==> config.mk <==
export PLATFORM = sky130hd
export DESIGN_NAME = civs_div
export DESIGN_NICKNAME = d
export VERILOG_FILES = /design/src/design/civs_pkg.sv /design/src/design/civs_div.sv
export SDC_FILE = /design/constraint.sdc
export NUM_CORES = 2
export LEC_CHECK = 0
export ABC_CLOCK_PERIOD_IN_PS = 4700
export BUFFER_PORTS_ARGS = -buffer_cell sky130_fd_sc_hd__buf_2
export CAP_MARGIN = 20
export CORE_MARGIN = 2
export CORE_UTILIZATION = 45
export CTS_BUF_LIST = sky130_fd_sc_hd__clkbuf_4 sky130_fd_sc_hd__clkbuf_8
export CTS_CLUSTER_SIZE = 14
export DETAILED_ROUTE_END_ITERATION = 12
export GPL_TIMING_DRIVEN = 0
export HOLD_SLACK_MARGIN = 0.03
export MAX_ROUTING_LAYER = met4
export PLACE_DENSITY = 0.58
export RECOVER_POWER = 100
export SYNTH_ARGS = -nofsm -noshare
export SYNTH_HDL_FRONTEND = slang
export SYNTH_SLANG_ARGS = --single-unit
==> constraint.sdc <==
create_clock -name clk -period 4.7 [get_ports clk]
set_input_delay 0.94 -clock clk [delete_from_list [all_inputs] [get_ports clk]]
set_output_delay 0.94 -clock clk [all_outputs]
set_load 0.02 [all_outputs]
==> src/design/civs_pkg.sv <==
package civs_pkg;

  localparam int FRAC_BITS_DEF = 16;
  localparam int CFG_W = 31;
  localparam int CFG_IDX_W = 2;

  localparam logic [CFG_IDX_W-1:0] REG_FRAME_TIME     = 2'd0;
  localparam logic [CFG_IDX_W-1:0] REG_INV_FRAME_TIME = 2'd1;

  localparam logic [CFG_W-1:0] FRAME_TIME_RST     = 31'd1092;
  localparam logic [CFG_W-1:0] INV_FRAME_TIME_RST = 31'd3932160;

  localparam logic signed [31:0] S32_MAX = 32'sh7fffffff;
  localparam logic signed [31:0] S32_MIN = -32'sh7fffffff - 32'sd1;

  typedef struct packed {
    logic signed [31:0] normal_x;
    logic signed [31:0] normal_y;
    logic signed [31:0] normal_z;
    logic signed [31:0] penetration_depth;
    logic signed [31:0] vel_a_x;
    logic signed [31:0] vel_a_y;
    logic signed [31:0] vel_a_z;
    logic signed [31:0] vel_b_x;
    logic signed [31:0] vel_b_y;
    logic signed [31:0] vel_b_z;
    logic [30:0]        inv_mass_a;
    logic [30:0]        inv_mass_b;
  } contact_t;

  typedef struct packed {
    logic signed [31:0] new_vel_a_x;
    logic signed [31:0] new_vel_a_z;
    logic signed [31:0] new_vel_b_x;
    logic signed [31:0] new_vel_b_z;
  } result_t;

  // Per-contact data carried alongside the arithmetic
  typedef struct packed {
    logic signed [31:0] n_x;
    logic signed [31:0] n_z;
    logic signed [31:0] va_x;
    logic signed [31:0] va_z;
    logic signed [31:0] vb_x;
    logic signed [31:0] vb_z;
    logic [30:0]        ima;
    logic [30:0]        imb;
    logic               no_mass;
  } side_t;

  function automatic logic signed [31:0] sat32(input logic signed [67:0] x);
    logic signed [31:0] r;
    if (x > 68'(S32_MAX)) begin
      r = S32_MAX;
    end else if (x < 68'(S32_MIN)) begin
      r = S32_MIN;
    end else begin
      r = x[31:0];
    end
    return r;
  endfunction

  // Q x Q product, floored and saturated
  function automatic logic signed [31:0] qmul(input logic signed [32:0] a,
                                              input logic signed [32:0] b,
                                              input int frac);
    logic signed [65:0] p;
    logic signed [65:0] s;
    p = a * b;
    s = p >>> frac;
    return sat32({{2{s[65]}}, s});
  endfunction

  function automatic logic signed [32:0] sx33(input logic signed [31:0] x);
    return {x[31], x};
  endfunction

endpackage

==> src/design/civs_div.sv <==
module civs_div #(
  parameter int FRAC_BITS = civs_pkg::FRAC_BITS_DEF
) (
  input  logic                 clk,
  input  logic                 en,
  input  logic [31:0]          den,
  output logic [2*FRAC_BITS:0] quo
);
  import civs_pkg::*;

  localparam int QW = 2 * FRAC_BITS + 1;

  logic [31:0]   rem   [QW];
  logic [QW-1:0] quo_r [QW];
  logic [31:0]   den_r [QW];

  // One quotient bit per stage; the dividend is a single one at its top bit
  for (genvar i = 0; i < QW; i++) begin : g_step
    logic [31:0]   rem_in;
    logic [QW-1:0] q_in;
    logic [31:0]   d_in;
    logic [32:0]   t;
    logic          ge;

    if (i == 0) begin : g_first
      assign rem_in = '0;
      assign q_in   = '0;
      assign d_in   = den;
      assign t      = {rem_in, 1'b1};
    end else begin : g_next
      assign rem_in = rem[i-1];
      assign q_in   = quo_r[i-1];
      assign d_in   = den_r[i-1];
      assign t      = {rem_in, 1'b0};
    end

    assign ge = (t >= {1'b0, d_in});

    always_ff @(posedge clk) begin
      if (en) begin
        rem[i]   <= ge ? 32'(t - {1'b0, d_in}) : t[31:0];
        quo_r[i] <= {q_in[QW-2:0], ge};
        den_r[i] <= d_in;
      end
    end
  end

  assign quo = quo_r[QW-1];

endmodule

---- Word level (Yosys, flattened, before mapping) ----
Memory sizes are Yosys's and may differ from the RTL's.
Index checks and enable logic that the tools add are counted.
storage, ports and cells
  register bits ........................... 0
  bits in writable memories ............... 3201
  bits of input ports ..................... 34
  output and inout bits ................... 33
  memories kept ........................... 3
memory list
  name   words  bits a word  rd ports  clocked after memory_dff  wr ports  RTL line        source
  quo_r  33     33           33        0                         33        civs_div.sv:14  logic [QW-1:0] quo_r [QW];
  den_r  33     32           32        0                         33        civs_div.sv:15  logic [31:0] den_r [QW];
  rem    33     32           32        0                         33        civs_div.sv:13  logic [31:0] rem [QW];
cells by class
  add/sub/neg operators ................... 33
  order comparisons ....................... 33
  muxes and demuxes ....................... 35
operators with widths
  cell                     number
  $ge A33 B32 Y1           32
  $mux W32                 33
  $sub A32 B32 Y32         32
  $ge A1 B32 Y1 const A    1
  $sub A1 B32 Y32 const A  1
  $mux W1                  2

---- Longest topological paths before layout ----
An unclocked memory read counts as a cell.
  depth after elaboration ................. 3
  depth in mapped cells ................... 16
  gate-level depth less buffers ........... 14

---- Least setup slack after synthesis ----
Ideal clock, no wire load.
  kind .................................... reg2reg
  start point ............................. memory rem[7][0], in the netlist rem[0][224]
  end point ............................... memory rem[8][6], in the netlist rem[0][262], data pin
  arrival time ............................ 3.497 ns
  slack ................................... 0.941 ns
  stages on the path, launching flop included .. 14
  clock period less this slack ............ 3.759 ns
  path through ............................ edfxtp_1 -> ha_1 -> nor2b_1 -> o31a_1 -> o31ai_1 -> a21oi_1 -> a31o_2 -> a311o_1 -> a31oi_1 -> o21ai_1 -> a2111o_1 -> clkbuf_1 -> buf_2 -> mux2_1
RTL lines
  element          RTL line
  start, declared  civs_div.sv:13

==> impl_metrics.tcl <==
set metrics [dict create \
    status "finished, violations left" \
    violations "capacitance limit, slew limit" \
    tns_ns 0 \
    die_y_um 567 \
    cp_max_fo 10 \
    cp-end-kind "register" \
    hold_viol 0 \
    cts_sinks 2609 \
    fin_crit_sh 0.972 \
    rsz0062_at_grt "false" \
    core_area_sq_um 315000 \
    cts_tree "done" \
    io_buffer_count 66 \
    fill_cells 28100 \
    drive_above_1_share 0.0857 \
    routed_wl_mm 368 \
    synth.cell_area_sq_um 142000 \
    synthDistinctLibCells 88 \
    syn_area_per_cell_sq_um 11.5 \
    die_w_um 567 \
    met2_usage 0.388 \
    routedWlPerCell_um 21.0 \
    clkLatencyLatePin_ns 1.10 \
    synth_edf_count 2609 \
    final.min_clock_period_ns 4.57 \
    holdCritPathClass "primary input to register" \
    cp.arrival_ns 5.36 \
    antenna_found_initial 8 \
    synth_top_flop_cell "edfxtp_1" \
    clk_pin_slew_ns 0.06 \
    htree_num_levels 5 \
    leakage_nw 64.3 \
    grt_max_degree 194 \
    fin_skew_ns 0.0542 \
    grt_overflow_total 0 \
    grtUsageTotal 0.230 \
    power_density_nw_per_um2 710 \
    io_pins 67 \
    root_buffer "clkbuf_8" \
    finalPower_mw 112 \
    dr.pass1.iters 6 \
    drtIter0Drc 7659 \
    via_per_inst 5.50 \
    synth_seq_cells 2609 \
    grt_first_pass_wirelength_mm 562 \
    via_count 96100 \
    relSlewSlack -1.86 \
    finalMaxSlewViolations 797 \
    start_util 0.452 \
    clock.fmax_mhz 219 \
    crit_type "register to register" \
    use_met3 0.0267 \
    synthCells 12400 \
    drc 0 \
    worstMarginPinSlew_ns 4.29 \
    area_delta_synth_final_pct 11.2 \
    gp_congestion 0.908 \
    synthArstFlopShare 0 \
    fin_nets 14000 \
    grt.busiest_layer "met2" \
    worstPathRequired_ns 5.50 \
    numCtsBuffers 450 \
    synth.net_count 13500 \
    grtUsageMet1 0.293 \
    dp_hpwl_mm 276 \
    ys_seq_area_frac 0.550 \
    postRouteAntennaNets 0 \
    clock_path_buffers 4 \
    setup.worst_path.start_class "register" \
    setup_viol 0 \
    die-area_sq_um 321000 \
    grt_pass1_vias 94900 \
    drv_cap 5 \
    yosysWarnings 0 \
    rows 206 \
    peakVddDrop_v 0.000360 \
]
[worst paths after layout]
path | start | end | slack (ns) | cells past startpoint
worst min-delay path | en | den_r[0][316] | 0.27 | 1
worst min register to register | quo_r[0][663] | quo_r[0][697] | 0.41 | 0
worst max-delay path | den_r[0][321] | rem[0][368] | 0.13 | 14
worst max register to register | den_r[0][321] | rem[0][368] | 0.13 | 14
[per-stage QoR]
step           instances  hold WS, ns  setup WS, ns  instance area, sq um  utilization
2_1_floorplan      12400        0.400         0.941                142000            -
3_3_place_gp       16600        0.400        -37.93                148000        0.470
3_5_place_dp       16600        0.405        -0.723                149000        0.472
4_1_cts            17500        0.153       0.00497                158000        0.503
5_1_grt            17500        0.189       0.00111                158000        0.503
6_report           17500        0.274         0.133                158000        0.503
[area by class of cell]
class / instances / area, sq um / area share
sequential: 2609 / 78300 / 0.494
multi-input combinational: 8228 / 58600 / 0.370
clock buffer: 563 / 7070 / 0.0446
tap: 4160 / 5200 / 0.0328
inverter: 1249 / 4690 / 0.0296
clock inverter: 249 / 2440 / 0.0154
buffer: 276 / 1140 / 0.00717
timing repair buffer: 125 / 995 / 0.00628
antenna: 9 / 22.5 / 0.000142
[cell usage in the layout (no fill, tap or decap), types with 139 or more instances in the layout]
cell	n
edfxtp_1	2609
inv_1	1247
ha_1	1024
a21oi_1	990
nand2_1	796
o21ai_0	741
nor2_1	726
a21o_1	525
xnor2_1	469
clkbuf_8	455
xor2_1	354
clkbuf_1	263
mux2_2	220
nor2b_1	197
nand3_1	177
mux2_1	163
nand2b_1	159
nand4_1	148
nor3_1	144
o21a_1	139
[synth_stat cells, drive strengths merged (51+ instances only)]
library cell | n | area, sq um
o31ai | 72 | 541
mux2 | 383 | 4310
o21a | 139 | 1040
edfxtp | 2609 | 78300
nor2b | 197 | 1230
a21o | 525 | 3940
nor2 | 727 | 2730
inv | 1249 | 4690
nand4 | 148 | 926
o21bai | 109 | 818
nand2 | 796 | 2990
a31oi | 102 | 638
and3 | 91 | 569
ha | 1024 | 12800
a21boi | 51 | 383
nor3 | 144 | 721
nand3 | 177 | 886
and2 | 65 | 407
o21ai | 777 | 3890
xor2 | 354 | 3100
a21oi | 996 | 4980
nand2b | 159 | 995
a211oi | 83 | 628
clkbuf | 253 | 950
xnor2 | 469 | 4110
[routing by layer]
metal / part of all wire / wire length (um) / vias to the layer above
met5: 0 / 0 / -
met4: 0.028 / 10200 / 0
met3: 0.043 / 16000 / 628
met2: 0.49 / 181000 / 2310
met1: 0.44 / 161000 / 46600
li1: - / - / 46600
[where the power goes]
part	total [mW]	leakage [nW]	internal, mW	switching [mW]
clock	22.1	4.94	12.4	9.66
combinational	51.7	33.8	21.4	30.3
sequential	38.6	25.5	34.5	4.09
total	112	64.3	68.4	44.1
[timing repair]
item / in CTS / in global routing
pin swaps: 2 / 2
gates cloned: 0 / 0
setup buffers: 5 / 1
endpoints found under the setup margin: 276 / 483
hold buffers: 32 / 0
hold endpoints to repair: 33 / 0
gates resized for setup: 31 / 105
[registers in the layout (all words and copies together) (netlist names)]
signal / flops
den_r: 1024
quo_r: 561
rem: 1024
[kinds of logic (layout without fill, tap and decap cells)]
kind of cell               count (synthesis)  in the layout  share of synthesized area
AOI/OAI and AO/OA                       3236           3236                      0.142
and+or+nand+nor                         2714           2714                     0.0910
DFF                                     2609           2609                      0.550
buffers and inverters                   1533           2462                     0.0406
adders and majority gates               1055           1055                     0.0943
xor gates and xnor gates                 823            823                     0.0506
muxes                                    400            400                     0.0315
other                                      0              9                          0
[critical path, stage by stage, from the launching register on]
cell and delay [ns]:
edfxtp_1 0.43, inv_1 0.08, ha_1 0.23, nor2b_1 0.15
o31a_1 0.26, o21ai_1 0.24, a2111o_1 0.23, a21oi_1 0.13
a221oi_1 0.81, o21ba_1 0.34, a21oi_1 0.11, nor3b_1 0.25
o21ai_2 0.21, clkbuf_1 0.35, mux2_1 0.46
Note: power is estimated with default switching activity, not from simulation.
